## src/design/cap_pkg.sv

```systemverilog
// Shared types and constants for the Clifford attractor point generator.
package cap_pkg;

    localparam int COEF_W = 15;
    localparam int OUT_W  = 14;
    localparam int NUM_ATAN = 28;

    // Register addresses (byte address / 4)
    localparam logic [2:0] REG_COEF_A = 3'd0;
    localparam logic [2:0] REG_COEF_B = 3'd1;
    localparam logic [2:0] REG_COEF_C = 3'd2;
    localparam logic [2:0] REG_COEF_D = 3'd3;
    localparam logic [2:0] REG_COUNT  = 3'd4;

    localparam logic [31:0] PI_Q30 = 32'd3373259426;
    localparam logic [31:0] K_Q30  = 32'd652032874;

    function automatic logic [31:0] atan_q30(input logic [4:0] i);
        logic [31:0] r;
        begin
            case (i)
                5'd0:  r = 32'd843314857;
                5'd1:  r = 32'd497837829;
                5'd2:  r = 32'd263043837;
                5'd3:  r = 32'd133525159;
                5'd4:  r = 32'd67021687;
                5'd5:  r = 32'd33543516;
                5'd6:  r = 32'd16775851;
                5'd7:  r = 32'd8388437;
                5'd8:  r = 32'd4194283;
                5'd9:  r = 32'd2097149;
                default: r = (i < 5'd28) ? (32'd1 << (5'd30 - i)) : 32'd0;
            endcase
            return r;
        end
    endfunction

    typedef struct packed {
        logic restart;
    } cap_req_t;

endpackage

```

## src/design/cap_if.sv

```systemverilog
// Valid/ready channel interfaces for the request and result streams.
interface cap_in_if;
    logic valid;
    logic ready;
    logic restart;
    modport source (output valid, output restart, input ready);
    modport sink (input valid, input restart, output ready);
endinterface

interface cap_out_if;
    logic               valid;
    logic               ready;
    logic signed [13:0] point_x;
    logic signed [13:0] point_y;
    logic signed [13:0] point_z;
    logic [19:0]        point_index;
    logic               last;
    modport source (output valid, output point_x, output point_y, output point_z,
                    output point_index, output last, input ready);
    modport sink (input valid, input point_x, input point_y, input point_z,
                  input point_index, input last, output ready);
endinterface

```

## src/design/cap_front.sv

```systemverilog
// Front end: accepts requests and queues them in a two-entry FIFO.
module cap_front
    import cap_pkg::*;
(
    input  logic     clk,
    input  logic     rst_n,
    input  logic     in_valid,
    output logic     in_ready,
    input  logic     in_restart,
    output logic     q_valid,
    input  logic     q_pop,
    output cap_req_t q_data
);
    cap_req_t   mem_reg [2];
    logic       wr_ptr_reg, rd_ptr_reg;
    logic [1:0] cnt_reg;
    logic       push;

    assign in_ready = (cnt_reg != 2'd2);
    assign push     = in_valid && in_ready;
    assign q_valid  = (cnt_reg != 2'd0);
    assign q_data   = mem_reg[rd_ptr_reg];

    always_ff @(posedge clk)
    begin
        if (push)
        begin
            mem_reg[wr_ptr_reg].restart <= in_restart;
        end
    end

    always_ff @(posedge clk or negedge rst_n)
    begin
        if (!rst_n)
        begin
            wr_ptr_reg <= 1'b0;
            rd_ptr_reg <= 1'b0;
            cnt_reg    <= 2'd0;
        end
        else
        begin
            if (push)
            begin
                wr_ptr_reg <= ~wr_ptr_reg;
            end
            if (q_pop && q_valid)
            begin
                rd_ptr_reg <= ~rd_ptr_reg;
            end
            cnt_reg <= cnt_reg + {1'b0, push} - {1'b0, q_pop && q_valid};
        end
    end

`ifndef NO_ASSERTIONS
    a_no_overflow: assert property (@(posedge clk) disable iff (!rst_n)
        cnt_reg == 2'd2 |-> !push) else $error("queue overflow");
    a_no_underflow: assert property (@(posedge clk) disable iff (!rst_n)
        cnt_reg == 2'd0 |-> !(q_pop && q_valid)) else $error("queue underflow");
    a_cnt_range: assert property (@(posedge clk) disable iff (!rst_n)
        cnt_reg != 2'd3) else $error("bad count");
`endif
endmodule

```

## src/design/cap_cordic.sv

```systemverilog
// Iterative sine/cosine CORDIC with range reduction, one step per cycle.
module cap_cordic
    import cap_pkg::*;
#(
    parameter int FRAC_BITS    = 16,
    parameter int CORDIC_STEPS = 18,
    parameter int AW           = FRAC_BITS + 16
)
(
    input  logic                    clk,
    input  logic                    rst_n,
    input  logic                    start,
    input  logic signed [AW-1:0]    angle,
    output logic                    done,
    output logic signed [AW-1:0]    sin_out,
    output logic signed [AW-1:0]    cos_out
);
    localparam int SW = (CORDIC_STEPS < NUM_ATAN) ? CORDIC_STEPS : NUM_ATAN;
    localparam int IW = $clog2(SW + 1);
    localparam logic [31:0] RND = 32'd1 << (29 - FRAC_BITS);
    localparam logic [31:0] PI_R = (PI_Q30 + RND) >> (30 - FRAC_BITS);
    localparam logic [31:0] HPI_R = ((PI_Q30 >> 1) + RND) >> (30 - FRAC_BITS);
    localparam logic [31:0] K_R = (K_Q30 + RND) >> (30 - FRAC_BITS);
    localparam logic signed [AW-1:0] PI_S   = AW'(PI_R);
    localparam logic signed [AW-1:0] HPI_S  = AW'(HPI_R);
    localparam logic signed [AW-1:0] TPI_S  = AW'({PI_R, 1'b0});

    localparam logic [2:0] ST_IDLE = 3'd0;
    localparam logic [2:0] ST_RED  = 3'd1;
    localparam logic [2:0] ST_FOLD = 3'd2;
    localparam logic [2:0] ST_ITER = 3'd3;
    localparam logic [2:0] ST_DONE = 3'd4;

    logic [2:0]              st_reg, st_next;
    logic signed [AW-1:0]    r_reg, r_next;
    logic signed [AW-1:0]    x_reg, x_next, y_reg, y_next, z_reg, z_next;
    logic                    neg_reg, neg_next;
    logic [IW-1:0]           i_reg, i_next;
    logic signed [AW-1:0]    dx, dy, t, zr;
    logic [31:0]             atn;

    assign atn = atan_q30(5'(i_reg));
    assign t   = AW'((atn + RND) >> (30 - FRAC_BITS));
    assign dx  = y_reg >>> i_reg;
    assign dy  = x_reg >>> i_reg;
    assign zr  = r_reg - PI_S;

    // range reduction: subtract/add 2*pi one step per cycle (angle is bounded)
    always_comb
    begin
        st_next  = st_reg;
        r_next   = r_reg;
        x_next   = x_reg;
        y_next   = y_reg;
        z_next   = z_reg;
        neg_next = neg_reg;
        i_next   = i_reg;
        case (st_reg)
            ST_IDLE:
            begin
                if (start)
                begin
                    r_next  = angle + PI_S;
                    st_next = ST_RED;
                end
            end
            ST_RED:
            begin
                if (r_reg < 0)
                begin
                    r_next = r_reg + TPI_S;
                end
                else if (r_reg >= TPI_S)
                begin
                    r_next = r_reg - TPI_S;
                end
                else
                begin
                    st_next = ST_FOLD;
                end
            end
            ST_FOLD:
            begin
                neg_next = 1'b0;
                z_next   = zr;
                if (zr > HPI_S)
                begin
                    z_next   = PI_S - zr;
                    neg_next = 1'b1;
                end
                else if (zr < -HPI_S)
                begin
                    z_next   = -PI_S - zr;
                    neg_next = 1'b1;
                end
                x_next  = AW'(K_R);
                y_next  = '0;
                i_next  = '0;
                st_next = ST_ITER;
            end
            ST_ITER:
            begin
                if (z_reg >= 0)
                begin
                    x_next = x_reg - dx;
                    y_next = y_reg + dy;
                    z_next = z_reg - t;
                end
                else
                begin
                    x_next = x_reg + dx;
                    y_next = y_reg - dy;
                    z_next = z_reg + t;
                end
                i_next = i_reg + 1'b1;
                if (i_reg == IW'(SW - 1))
                begin
                    st_next = ST_DONE;
                end
            end
            ST_DONE:
            begin
                st_next = ST_IDLE;
            end
            default:
            begin
                st_next = ST_IDLE;
            end
        endcase
    end

    always_ff @(posedge clk or negedge rst_n)
    begin
        if (!rst_n)
        begin
            st_reg <= ST_IDLE;
        end
        else
        begin
            st_reg <= st_next;
        end
    end

    always_ff @(posedge clk)
    begin
        r_reg   <= r_next;
        x_reg   <= x_next;
        y_reg   <= y_next;
        z_reg   <= z_next;
        neg_reg <= neg_next;
        i_reg   <= i_next;
    end

    assign done    = (st_reg == ST_DONE);
    assign sin_out = y_reg;
    assign cos_out = neg_reg ? -x_reg : x_reg;

`ifndef NO_ASSERTIONS
    a_start_idle: assert property (@(posedge clk) disable iff (!rst_n)
        start |-> st_reg == ST_IDLE) else $error("start while busy");
    a_done_pulse: assert property (@(posedge clk) disable iff (!rst_n)
        done |=> !done) else $error("done held");
    a_iter_bound: assert property (@(posedge clk) disable iff (!rst_n)
        st_reg == ST_ITER |-> i_reg < IW'(SW)) else $error("step overrun");
`endif
endmodule

```

## src/design/cap_back.sv

```systemverilog
// Back end: runs the map for one queued request and holds the result.
module cap_back
    import cap_pkg::*;
#(
    parameter int FRAC_BITS    = 16,
    parameter int COUNT_WIDTH  = 20,
    parameter int CORDIC_STEPS = 18
)
(
    input  logic                     clk,
    input  logic                     rst_n,
    input  logic                     q_valid,
    output logic                     q_pop,
    input  cap_req_t                 q_data,
    input  logic [COEF_W-1:0]        coef_a,
    input  logic [COEF_W-1:0]        coef_b,
    input  logic [COEF_W-1:0]        coef_c,
    input  logic [COEF_W-1:0]        coef_d,
    input  logic [19:0]              point_count,
    output logic                     out_valid,
    input  logic                     out_ready,
    output logic signed [OUT_W-1:0]  point_x,
    output logic signed [OUT_W-1:0]  point_y,
    output logic signed [OUT_W-1:0]  point_z,
    output logic [19:0]              point_index,
    output logic                     last
);
    localparam int PW = FRAC_BITS + 5;
    localparam int AW = FRAC_BITS + 16;
    localparam int CW = (COUNT_WIDTH > 20) ? COUNT_WIDTH + 1 : 21;
    localparam logic signed [PW-1:0] ONE = PW'(1) <<< FRAC_BITS;
    localparam logic signed [AW-1:0] PHI = AW'({1'b0, {(PW-1){1'b1}}});
    localparam logic signed [AW-1:0] PLO = -(AW'(1) <<< (PW-1));
    localparam logic signed [OUT_W-1:0] OUT_HI = {1'b0, {(OUT_W-1){1'b1}}};
    localparam logic signed [OUT_W-1:0] OUT_LO = {1'b1, {(OUT_W-1){1'b0}}};

    localparam logic [2:0] ST_IDLE = 3'd0;
    localparam logic [2:0] ST_MUL  = 3'd1;
    localparam logic [2:0] ST_WAIT = 3'd2;
    localparam logic [2:0] ST_ACC  = 3'd3;
    localparam logic [2:0] ST_SCL  = 3'd4;
    localparam logic [2:0] ST_OUT  = 3'd5;

    logic [2:0]             st_reg, st_next;
    logic [2:0]             op_reg, op_next;   // six angle evaluations
    logic signed [PW-1:0]   xp_reg, xp_next, yp_reg, yp_next;
    logic [COUNT_WIDTH-1:0] cnt_reg, cnt_next;
    logic signed [AW-1:0]   acc_reg [3];
    logic signed [AW-1:0]   ang_reg;
    logic [1:0]             sc_reg;
    logic signed [PW-1:0]   sat [3];
    logic                   last_reg;

    logic [COEF_W-1:0]      mc;
    logic signed [PW-1:0]   mp;
    logic signed [PW+COEF_W-1:0] prod;
    logic signed [AW-1:0]   c_sin, c_cos;
    logic                   c_done;
    logic signed [AW+COEF_W-1:0] mprod;
    logic [COEF_W-1:0]      mult_coef;
    logic [1:0]             term_sel;
    logic signed [PW+8:0]   scl;
    logic signed [PW+8:0]   scl_sh;
    logic [CW-1:0]          cnt_inc;

    // op: 0 a*y,1 a*x (x'), 2 b*x,3 b*y (y'), 4 d*y,5 c*x (z)
    always_comb
    begin
        case (op_reg)
            3'd0: begin mc = coef_a; mp = yp_reg; mult_coef = coef_c; end
            3'd1: begin mc = coef_a; mp = xp_reg; mult_coef = coef_c; end
            3'd2: begin mc = coef_b; mp = xp_reg; mult_coef = coef_d; end
            3'd3: begin mc = coef_b; mp = yp_reg; mult_coef = coef_d; end
            3'd4: begin mc = coef_d; mp = yp_reg; mult_coef = coef_a; end
            default: begin mc = coef_c; mp = xp_reg; mult_coef = coef_a; end
        endcase
    end
    assign term_sel = op_reg[2:1];
    assign prod  = $signed(mc) * mp;
    assign mprod = $signed(mult_coef) * c_cos;

    cap_cordic #(.FRAC_BITS(FRAC_BITS), .CORDIC_STEPS(CORDIC_STEPS)) u_cordic (
        .clk     (clk),
        .rst_n   (rst_n),
        .start   (st_reg == ST_MUL),
        .angle   (ang_reg),
        .done    (c_done),
        .sin_out (c_sin),
        .cos_out (c_cos)
    );

    generate
        for (genvar k = 0; k < 3; k++)
        begin : g_sat
            assign sat[k] = (acc_reg[k] > PHI) ? PW'(PHI) :
                            (acc_reg[k] < PLO) ? PW'(PLO) : PW'(acc_reg[k]);
        end
    endgenerate

    assign scl    = $signed(sat[sc_reg]) * $signed(10'sd120)
                    + (($signed((PW+9)'(1))) <<< (FRAC_BITS - 5));
    assign scl_sh = scl >>> (FRAC_BITS - 4);
    assign cnt_inc = CW'(cnt_reg) + CW'(1);
    assign q_pop  = (st_reg == ST_IDLE) && q_valid;

    always_comb
    begin
        st_next  = st_reg;
        op_next  = op_reg;
        xp_next  = xp_reg;
        yp_next  = yp_reg;
        cnt_next = cnt_reg;
        case (st_reg)
            ST_IDLE:
            begin
                if (q_valid)
                begin
                    if (q_data.restart)
                    begin
                        xp_next  = ONE;
                        yp_next  = ONE;
                        cnt_next = '0;
                    end
                    op_next = 3'd0;
                    st_next = ST_WAIT;
                end
            end
            ST_WAIT:
            begin
                st_next = ST_MUL;   // ang_reg loaded here
            end
            ST_MUL:
            begin
                st_next = ST_ACC;
            end
            ST_ACC:
            begin
                if (c_done)
                begin
                    if (op_reg == 3'd5)
                    begin
                        st_next = ST_SCL;
                    end
                    else
                    begin
                        op_next = op_reg + 3'd1;
                        st_next = ST_WAIT;
                    end
                end
            end
            ST_SCL:
            begin
                if (sc_reg == 2'd2)
                begin
                    st_next = ST_OUT;
                    if (last_reg)
                    begin
                        xp_next  = ONE;
                        yp_next  = ONE;
                        cnt_next = '0;
                    end
                    else
                    begin
                        xp_next  = sat[0];
                        yp_next  = sat[1];
                        cnt_next = cnt_inc[COUNT_WIDTH-1:0];
                    end
                end
            end
            ST_OUT:
            begin
                if (out_ready)
                begin
                    st_next = ST_IDLE;
                end
            end
            default:
            begin
                st_next = ST_IDLE;
            end
        endcase
    end

    always_ff @(posedge clk or negedge rst_n)
    begin
        if (!rst_n)
        begin
            st_reg  <= ST_IDLE;
            op_reg  <= 3'd0;
            xp_reg  <= ONE;
            yp_reg  <= ONE;
            cnt_reg <= '0;
        end
        else
        begin
            st_reg  <= st_next;
            op_reg  <= op_next;
            xp_reg  <= xp_next;
            yp_reg  <= yp_next;
            cnt_reg <= cnt_next;
        end
    end

    always_ff @(posedge clk)
    begin
        if (st_reg == ST_WAIT)
        begin
            ang_reg <= AW'(prod >>> 12);
        end
        if (st_reg == ST_IDLE)
        begin
            sc_reg   <= 2'd0;
            // counter after a possible restart of this request
            last_reg <= (CW'(cnt_next) + CW'(1) >= CW'(point_count));
            point_index <= 20'(cnt_next);
        end
        if (st_reg == ST_ACC && c_done)
        begin
            if (!op_reg[0])
            begin
                acc_reg[term_sel] <= c_sin;
            end
            else
            begin
                acc_reg[term_sel] <= acc_reg[term_sel] + AW'(mprod >>> 12);
            end
        end
        if (st_reg == ST_SCL)
        begin
            sc_reg <= sc_reg + 2'd1;
            case (sc_reg)
                2'd0: point_x <= (scl_sh > 8191) ? OUT_HI :
                                 (scl_sh < -8192) ? OUT_LO : OUT_W'(scl_sh);
                2'd1: point_y <= (scl_sh > 8191) ? OUT_HI :
                                 (scl_sh < -8192) ? OUT_LO : OUT_W'(scl_sh);
                default: point_z <= (scl_sh > 8191) ? OUT_HI :
                                 (scl_sh < -8192) ? OUT_LO : OUT_W'(scl_sh);
            endcase
        end
    end

    assign out_valid = (st_reg == ST_OUT);
    assign last      = last_reg;

`ifndef NO_ASSERTIONS
    a_out_hold: assert property (@(posedge clk) disable iff (!rst_n)
        out_valid && !out_ready |=> out_valid) else $error("result dropped");
    a_pop_idle: assert property (@(posedge clk) disable iff (!rst_n)
        q_pop |-> st_reg == ST_IDLE) else $error("pop while busy");
    a_op_range: assert property (@(posedge clk) disable iff (!rst_n)
        op_reg <= 3'd5) else $error("op out of range");
`endif
endmodule

```

## src/design/clifford_attractor_point_gen.sv

```systemverilog
// Top level of the Clifford attractor point generator.
// Usage:
//   in  : valid/ready request channel, payload restart (1 starts a new run).
//   out : valid/ready result channel with point_x/y/z (Q9.4, scaled by 120),
//         point_index and last.
//   cfg : APB port, registers coef_a..coef_d (Q2.12) and point_count at
//         byte addresses 0,4,8,12,16; write only while idle.
// Each request yields exactly one result. A two-entry queue decouples the
// request side from the compute engine, so requests are taken while a
// result waits. One point takes six sine/cosine evaluations through one
// shared CORDIC unit; each evaluation removes multiples of 2*pi in range
// reduction, folds the angle into +-pi/2 and runs CORDIC_STEPS iterations.
// Reset restores the registers, the position (1,1) and counter zero.
// When the receiver stalls the result is held and the engine waits;
// the queue keeps accepting until full.
module clifford_attractor_point_gen
    import cap_pkg::*;
#(
    parameter int FRAC_BITS    = 16,
    parameter int COUNT_WIDTH  = 20,
    parameter int CORDIC_STEPS = 18
)
(
    input  logic        clk,
    input  logic        rst_n,
    cap_in_if.sink      req,
    cap_out_if.source   rsp,
    input  logic        psel,
    input  logic        penable,
    input  logic        pwrite,
    input  logic [4:0]  paddr,
    input  logic [31:0] pwdata,
    output logic [31:0] prdata,
    output logic        pready
);
    logic [COEF_W-1:0] coef_a_reg, coef_b_reg, coef_c_reg, coef_d_reg;
    logic [19:0]       count_reg;
    logic              q_valid, q_pop, wr;
    cap_req_t          q_data;

    assign pready = 1'b1;
    assign wr = psel && penable && pwrite;

    always_ff @(posedge clk or negedge rst_n)
    begin
        if (!rst_n)
        begin
            coef_a_reg <= 15'd4096;
            coef_b_reg <= 15'd4096;
            coef_c_reg <= 15'd4096;
            coef_d_reg <= 15'd4096;
            count_reg  <= 20'd100000;
        end
        else if (wr)
        begin
            case (paddr[4:2])
                REG_COEF_A: coef_a_reg <= pwdata[14:0];
                REG_COEF_B: coef_b_reg <= pwdata[14:0];
                REG_COEF_C: coef_c_reg <= pwdata[14:0];
                REG_COEF_D: coef_d_reg <= pwdata[14:0];
                REG_COUNT:  count_reg  <= pwdata[19:0];
                default: ;
            endcase
        end
    end

    always_comb
    begin
        case (paddr[4:2])
            REG_COEF_A: prdata = {17'd0, coef_a_reg};
            REG_COEF_B: prdata = {17'd0, coef_b_reg};
            REG_COEF_C: prdata = {17'd0, coef_c_reg};
            REG_COEF_D: prdata = {17'd0, coef_d_reg};
            REG_COUNT:  prdata = {12'd0, count_reg};
            default:    prdata = 32'd0;
        endcase
    end

    cap_front u_front (
        .clk        (clk),
        .rst_n      (rst_n),
        .in_valid   (req.valid),
        .in_ready   (req.ready),
        .in_restart (req.restart),
        .q_valid    (q_valid),
        .q_pop      (q_pop),
        .q_data     (q_data)
    );

    cap_back #(
        .FRAC_BITS    (FRAC_BITS),
        .COUNT_WIDTH  (COUNT_WIDTH),
        .CORDIC_STEPS (CORDIC_STEPS)
    ) u_back (
        .clk         (clk),
        .rst_n       (rst_n),
        .q_valid     (q_valid),
        .q_pop       (q_pop),
        .q_data      (q_data),
        .coef_a      (coef_a_reg),
        .coef_b      (coef_b_reg),
        .coef_c      (coef_c_reg),
        .coef_d      (coef_d_reg),
        .point_count (count_reg),
        .out_valid   (rsp.valid),
        .out_ready   (rsp.ready),
        .point_x     (rsp.point_x),
        .point_y     (rsp.point_y),
        .point_z     (rsp.point_z),
        .point_index (rsp.point_index),
        .last        (rsp.last)
    );

`ifndef NO_ASSERTIONS
    a_cfg_ready: assert property (@(posedge clk) disable iff (!rst_n)
        pready) else $error("pready low");
    a_one_per_req: assert property (@(posedge clk) disable iff (!rst_n)
        rsp.valid && rsp.ready |=> !rsp.valid) else $error("result repeated");
    a_count_nz_last: assert property (@(posedge clk) disable iff (!rst_n)
        rsp.valid && count_reg <= 20'd1 |-> rsp.last) else $error("last missing");
`endif
endmodule

```

## src/flat_wrapper.sv

```systemverilog
// flat-port wrapper written by rule: the top's interface ports become plain ports
module clifford_attractor_point_gen_flat import cap_pkg::*;
#(
    parameter int FRAC_BITS    = 16,
    parameter int COUNT_WIDTH  = 20,
    parameter int CORDIC_STEPS = 18
)
  (clk, rst_n, psel, penable, pwrite, paddr, pwdata, prdata, pready, req_valid, req_restart, req_ready, rsp_valid, rsp_point_x, rsp_point_y, rsp_point_z, rsp_point_index, rsp_last, rsp_ready);
  cap_in_if req_i ();
  cap_out_if rsp_i ();
  input  logic clk;
  input  logic rst_n;
  input  logic psel;
  input  logic penable;
  input  logic pwrite;
  input  logic [4:0] paddr;
  input  logic [31:0] pwdata;
  output logic [31:0] prdata;
  output logic pready;
  input wire logic [$bits(req_i.valid)-1:0] req_valid;
  input wire logic [$bits(req_i.restart)-1:0] req_restart;
  output wire logic [$bits(req_i.ready)-1:0] req_ready;
  output wire logic [$bits(rsp_i.valid)-1:0] rsp_valid;
  output wire logic [$bits(rsp_i.point_x)-1:0] rsp_point_x;
  output wire logic [$bits(rsp_i.point_y)-1:0] rsp_point_y;
  output wire logic [$bits(rsp_i.point_z)-1:0] rsp_point_z;
  output wire logic [$bits(rsp_i.point_index)-1:0] rsp_point_index;
  output wire logic [$bits(rsp_i.last)-1:0] rsp_last;
  input wire logic [$bits(rsp_i.ready)-1:0] rsp_ready;
  assign req_i.valid = req_valid;
  assign req_i.restart = req_restart;
  assign req_ready = req_i.ready;
  assign rsp_valid = rsp_i.valid;
  assign rsp_point_x = rsp_i.point_x;
  assign rsp_point_y = rsp_i.point_y;
  assign rsp_point_z = rsp_i.point_z;
  assign rsp_point_index = rsp_i.point_index;
  assign rsp_last = rsp_i.last;
  assign rsp_i.ready = rsp_ready;
  clifford_attractor_point_gen #(.FRAC_BITS(FRAC_BITS), .COUNT_WIDTH(COUNT_WIDTH), .CORDIC_STEPS(CORDIC_STEPS)) u_core (.clk(clk), .rst_n(rst_n), .req(req_i), .rsp(rsp_i), .psel(psel), .penable(penable), .pwrite(pwrite), .paddr(paddr), .pwdata(pwdata), .prdata(prdata), .pready(pready));
endmodule
```

## config.mk

```make
export PLATFORM = sky130hd
export DESIGN_NAME = clifford_attractor_point_gen_flat
export DESIGN_NICKNAME = d
export VERILOG_FILES = /design/src/design/cap_pkg.sv /design/src/design/cap_if.sv /design/src/design/cap_front.sv /design/src/design/cap_cordic.sv /design/src/design/cap_back.sv /design/src/design/clifford_attractor_point_gen.sv /design/src/flat_wrapper.sv
export SDC_FILE = /design/constraint.sdc
export NUM_CORES = 2
export LEC_CHECK = 0
export ABC_AREA = 1
export BUFFER_PORTS_ARGS = -buffer_cell sky130_fd_sc_hd__buf_4
export CORE_MARGIN = 1.5
export CORE_UTILIZATION = 56
export DETAILED_ROUTE_END_ITERATION = 10
export PLACE_DENSITY_LB_ADDON = 0.12
export SYNTH_ARGS = -nofsm -noshare
export SYNTH_HDL_FRONTEND = slang
export SYNTH_HIERARCHICAL = 1
export SYNTH_SLANG_ARGS = --single-unit
```

## constraint.sdc

```tcl
create_clock -name clk -period 12.5 [get_ports clk]
set_clock_uncertainty 0.1 [all_clocks]
set_input_delay 1.25 -clock clk [delete_from_list [all_inputs] [get_ports clk]]
set_output_delay 1.25 -clock clk [all_outputs]
set_load 0.01 [all_outputs]
```

Word level (Yosys, flattened, before mapping)
Memories as Yosys holds them, arrays and structs flattened.
Cells that the tools add are included.
W data, S select, Z words.
{ "op_classes": {"n_addsub": 24, "mul": 3, "n_div": 0, "n_lt_le_gt_ge": 16, "eq_ne": 42, "n_shift": 3, "mux": 71, "bitwise_logic": 5, "n_reduce_logical": 34} }
{ "op_table": {"columns": ["cell", "n"], "rows": [
  ["$mux W32", 11],
  ["$pmux W32 S10", 1],
  ["$mux W21", 15],
  ["$pmux W32 S2", 4],
  ["$pmux W20 S5", 1],
  ["$add A32 B32 Y32", 3],
  ["$gt A32 B21 Y1 const B", 3],
  ["$lt A32 B21 Y1 const B", 3],
  ["$pmux W21 S2", 2],
  ["$mux W20", 4],
  ["$sshr A32 B5 Y32", 2],
  ["$sub A19 B32 Y32 const A", 2],
  ["$sub A32 B32 Y32", 2],
  ["$pmux W15 S3", 1],
  ["$mul A15 B32 Y44", 1],
  ["$bmux W21 S2", 1],
  ["$pmux W20 S2", 1],
  ["$mul A15 B21 Y36", 1],
  ["$mux W3", 12],
  ["$add A32 B14 Y32 const B", 1],
  ["$add A32 B19 Y32", 1],
  ["$add A32 B20 Y32 const B", 1],
  ["$ge A32 B1 Y1 const B", 1],
  ["$ge A32 B20 Y1 const B", 1],
  ["other kinds (58)", 123]
]} }
{ "word_totals": {"register_bits": 378, "latch_bits": 0, "ram_bits": 98, "rom_bits": 0, "word_cells": 227, "n_memories": 2} }
{ "mem_list": {"columns": ["name", "words", "width", "read_ports", "rd_clocked_by_memory_dff", "write_ports", "line_no", "source"], "rows": [
  ["u_core.u_back.acc_reg", 3, 32, 4, 0, 1, "cap_back.sv:48", "logic signed [AW-1:0] acc_reg [3];"],
  ["u_core.u_front.mem_reg", 2, 1, 1, 0, 1, "cap_front.sv:14", "cap_req_t mem_reg [2];"]
]} }

Longest topological paths before layout
An unclocked memory read counts as a cell.
{ "depth": {"word_depth": 12, "mapped_depth": 53, "mapped_depth_nobuf": 50} }

Modules after synthesis
Netlist, hierarchy kept.
{ "modules_own_cells": {"columns": ["module", "instances", "cells_per_inst", "area_each_um2"], "rows": [
  ["cap_back", 1, 5568, 45542.4],
  ["cap_cordic", 1, 3909, 22952.0],
  ["clifford_attractor_point_gen", 1, 489, 3848.7],
  ["cap_front", 1, 37, 302.8]
]} }

Least setup slack after synthesis
OpenSTA, ideal clock, no wires.
{ "synth_timing": {"kind": "register to register", "start": "reg u_core.u_back.op_reg[1]", "end": "mem u_core/u_back/acc_reg[0][25] (netlist name), data pin", "arrival_ns": 8.777, "required_ns": 12.134, "slack_ns": 3.357, "path_stages_with_launch": 44, "path_cell_list": "dfrtp_1 inv_1 ha_1 nor2_1 nor2_4 nor2_4 clkbuf_1 a21oi_1 inv_1 clkbuf_1 clkbuf_1 nand2_1 fa_1 inv_1 fa_1 inv_1 fa_1 inv_1 [... 8 more ...] o21ai_0 inv_1 nand2_1 nand3_1 nand2_1 a21o_1 xor2_1 ha_1 a21o_1 a21oi_1 nand3_1 a31oi_1 o21bai_1 a21boi_0 o21ai_0 or2_2 nand3_1 nand2_1"} }
{ "synth_between": {"elab_chain_cells": 6} }
{ "synth_rtl": {"columns": ["item", "line_no", "source"], "rows": [
  ["from (decl)", "cap_back.sv:45", "logic [2:0] op_reg, op_next;"],
  ["from (signal assigned)", "cap_back.sv:197", "op_reg <= op_next;"],
  ["$eq A3 B2 Y1, or another cell as far along", "cap_back.sv:69", "case (op_reg)"],
  ["$reduce_or A2 Y1 (no line)", null, null],
  ["$pmux W15 S2", "cap_back.sv:69", null],
  ["$mul A15 B32 Y44", "cap_back.sv:80", "assign mprod = $signed(mult_coef) * c_cos;"],
  ["$add A32 B32 Y32 *", "cap_back.sv:225", "acc_reg[term_sel] <= acc_reg[term_sel] + AW'(mprod >>> 12);"],
  ["$mux W32 (no line) *", null, null],
  ["to (decl)", "cap_back.sv:48", null]
]} }
Every way passes the cells marked *; elsewhere a longest branch is shown, timed or not.

Final worst setup path
{ "layout_timing": {"start": "reg u_core.u_back.op_reg[1]", "end": "mem u_core/u_back/acc_reg[3][26] (netlist name), data pin"} }
The elaborated chain is that of the path after synthesis.

==> results.ini <==
[routing]
drc=0
drtIter0Drc=7745
num_vias=67500
post_drt_wl_per_cell_um=19.6
vias_per_cell=5.74
ant_nets=0
wl_um=231000
firstDrtPassIters=6

[yosys]
syn_area_sq_um=72600
async_flop_share_pct=30.5
syn_inst=10000
synth_edf_count=353
synth_cell_type_count=78
synth-seq-area-share_pct=20.0
ys_ff_latch=508
syn-mean-instance-area_sq_um=7.26
ys_warn_count=6
synth_ff_type=edfxtp_1

[grt]
track_usage_pct=34.9
grt_antenna_before_repair=11
first_global_vias=64700
grt_pass1_wl_um=362000
overflow=0
grt_max_degree=89

[worst_setup_path]
rrSetupSlack_ns=0.78
crit_buf_inv=7
endpoint=u_core/u_back/acc_reg[3][26]$_DFFE_PP_
rr_endpoint=u_core/u_back/acc_reg[3][26]$_DFFE_PP_
worst-path-stages=38
cp_slowest_cell=a21oi_1
crit_type=reg2reg
rr_startpoint=u_core/u_back/op_reg[1]$_DFFE_PN0P_
reg2reg_depth=38
cpPeakStageDelay_ns=0.84
critPathRequiredTime_ns=12.77
startpoint_type=flip-flop
crit_family=adder cells
crit_start=u_core/u_back/op_reg[1]$_DFFE_PN0P_
end_kind=flip-flop
cp_max_fo=23
crit_path_frequent_cell=inv_1
crit_arrival_ns=11.99

[min_path]
hold_path.class=reg2reg

[clock_tree]
cts_sinks=508
postCtsResizedCells=0
ctsHoldBuffers=0
cts_setup_buffers=0
cts.htree.levels=2
cts_tree=built
cts_root_buffer=clkbuf_16
path_clk_slew_ns=0.06
insertion_delay_ns=0.72
cts_buffers=59
clockBufferDepth=3

[timing]
setup_violations=0
tightest_slew_ns=1.16
max_freq_ghz=0.0853
slew_violations=0
hold_ws_ns=0.387
rsz0062_at_grt=no
max_slew_margin_pct=22.1
final-hold-violation-count=0
period_minus_slack_ns=11.72
setup_tns_ns=0
min_period_over_period_pct=93.8

[job]
cap_violations=0

[floorplanning]
die_x_um=363
initial_utilization_pct=56.7
die_y_um=363
num_io_pins=143
die_area_sq_um=132000
core_sq_um=128000
core.rowCount=131

[final_layout]
drive_above_1_share_pct=6.23
fin_nets=11200
final_common_cell=nand2_1
largest_register_ffs=128
layout_common_cells=2578 x nand2_1, 1719 x inv_1, 926 x nor2_1, 761 x fa_1, 582 x o21ai_0
area_growth_pct=6.20

[status]
outcome=finished clean

[placement]
post-dp-hpwl_um=184000
gp_congestion=0.976
port_buffers=115

cell families (layout without fill, tap and decap cells):
kind of cell | after synthesis | count (layout) | share of synthesized area [%]
DFF | 508 | 508 | 20.0
buffers and inverters | 2108 | 2113 | 11.4
other | 2 | 14 | 0.0103
and+or+nand+nor | 4492 | 4492 | 26.1
muxes | 2 | 2 | 0.0276
AOI/OAI and AO/OA | 1434 | 1434 | 11.0
xor gates and xnor gates | 279 | 279 | 3.40
adders and majority gates | 1178 | 1178 | 28.2
cell usage after synthesis (20+ instances only):
cell type | instances | area [sq um]
nand2_1 | 2580 | 9680
inv_1 | 1720 | 6460
nor2_1 | 934 | 3510
fa_1 | 761 | 15200
o21ai_0 | 585 | 2930
nand3_1 | 539 | 2700
a21oi_1 | 433 | 2170
ha_1 | 417 | 5220
edfxtp_1 | 353 | 10600
xor2_1 | 201 | 1760
clkbuf_1 | 196 | 736
dfrtp_1 | 143 | 3580
nand4_1 | 121 | 757
o22ai_1 | 101 | 632
nor3_1 | 76 | 380
xnor2_1 | 76 | 666
o21ai_1 | 73 | 365
nand2_2 | 63 | 394
buf_2 | 58 | 290
a31oi_1 | 46 | 288
buf_1 | 37 | 139
nor2_2 | 36 | 225
o211ai_1 | 36 | 270
o21a_1 | 34 | 255
inv_2 | 32 | 120
nor2_4 | 29 | 327
buf_4 | 28 | 210
buf_6 | 20 | 225
metal layers:
layer	routed length, um	track usage, %
met1	98200	49.5
met3	22600	6.50
met4	9210	12.5
met5	62	0
met2	100000	53.4
metrics by stage:
| step | instance area [sq um] | setup slack, ns | utilization, % | instances |
|---|---|---|---|---|
| final | 77200 | 0.780 | 60.2 | 11700 |
| after detailed placement | 75100 | 1.14 | 58.6 | 11600 |
| after CTS | 77200 | 1.05 | 60.2 | 11700 |
| after global routing | 77200 | 0.384 | 60.2 | 11700 |
| after global placement | 75100 | 1.31 | 58.6 | 11600 |
| after floorplan | 72700 | 3.36 | - | 10000 |
worst register-to-register path: cells and delay by family (launching register included):
kind,cells,cell delay (ns)
flops,1,0.53
xor+xnor,2,0.25
compound gates,5,2.21
buf+inv,7,1.42
simple gates,15,2.65
fa+ha+maj,9,4.26
area by class of cell:
| class | count | area, sq um |
|---|---|---|
| Multi-Input combinational cell | 7398 | 50000 |
| Fill cell | 12000 | 51000 |
| Inverter | 1769 | 6660 |
| Clock inverter | 42 | 488 |
| Tap cell | 1729 | 2160 |
| Antenna cell | 1 | 2.50 |
| Clock buffer | 66 | 1550 |
| Sequential cell | 508 | 14500 |
| Timing Repair Buffer | 236 | 1780 |
worst min-delay path by stage:
stage / cells past startpoint / end / slack (ns) / startpoint
2_1_floorplan: 2 / u_core/u_back/xp_reg[0]$_DFFE_PN0P_ / 0.35 / u_core/u_back/xp_reg[0]$_DFFE_PN0P_
3_3_place_gp: 2 / u_core/u_back/xp_reg[2]$_DFFE_PN0P_ / 0.37 / u_core/u_back/xp_reg[2]$_DFFE_PN0P_
3_5_place_dp: 2 / u_core/u_back/xp_reg[7]$_DFFE_PN0P_ / 0.38 / u_core/u_back/xp_reg[7]$_DFFE_PN0P_
4_1_cts: 2 / u_core/count_reg[15]$_DFFE_PN1P_ / 0.39 / u_core/count_reg[15]$_DFFE_PN1P_
5_1_grt: 2 / u_core/u_back/xp_reg[10]$_DFFE_PN0P_ / 0.41 / u_core/u_back/xp_reg[10]$_DFFE_PN0P_
6_report: 2 / u_core/count_reg[16]$_DFFE_PN1P_ / 0.39 / u_core/count_reg[16]$_DFFE_PN1P_
Power is left out: the tool's default activity adds up to more than one toggle a clock period on the data nets, which glitch-free logic cannot reach.
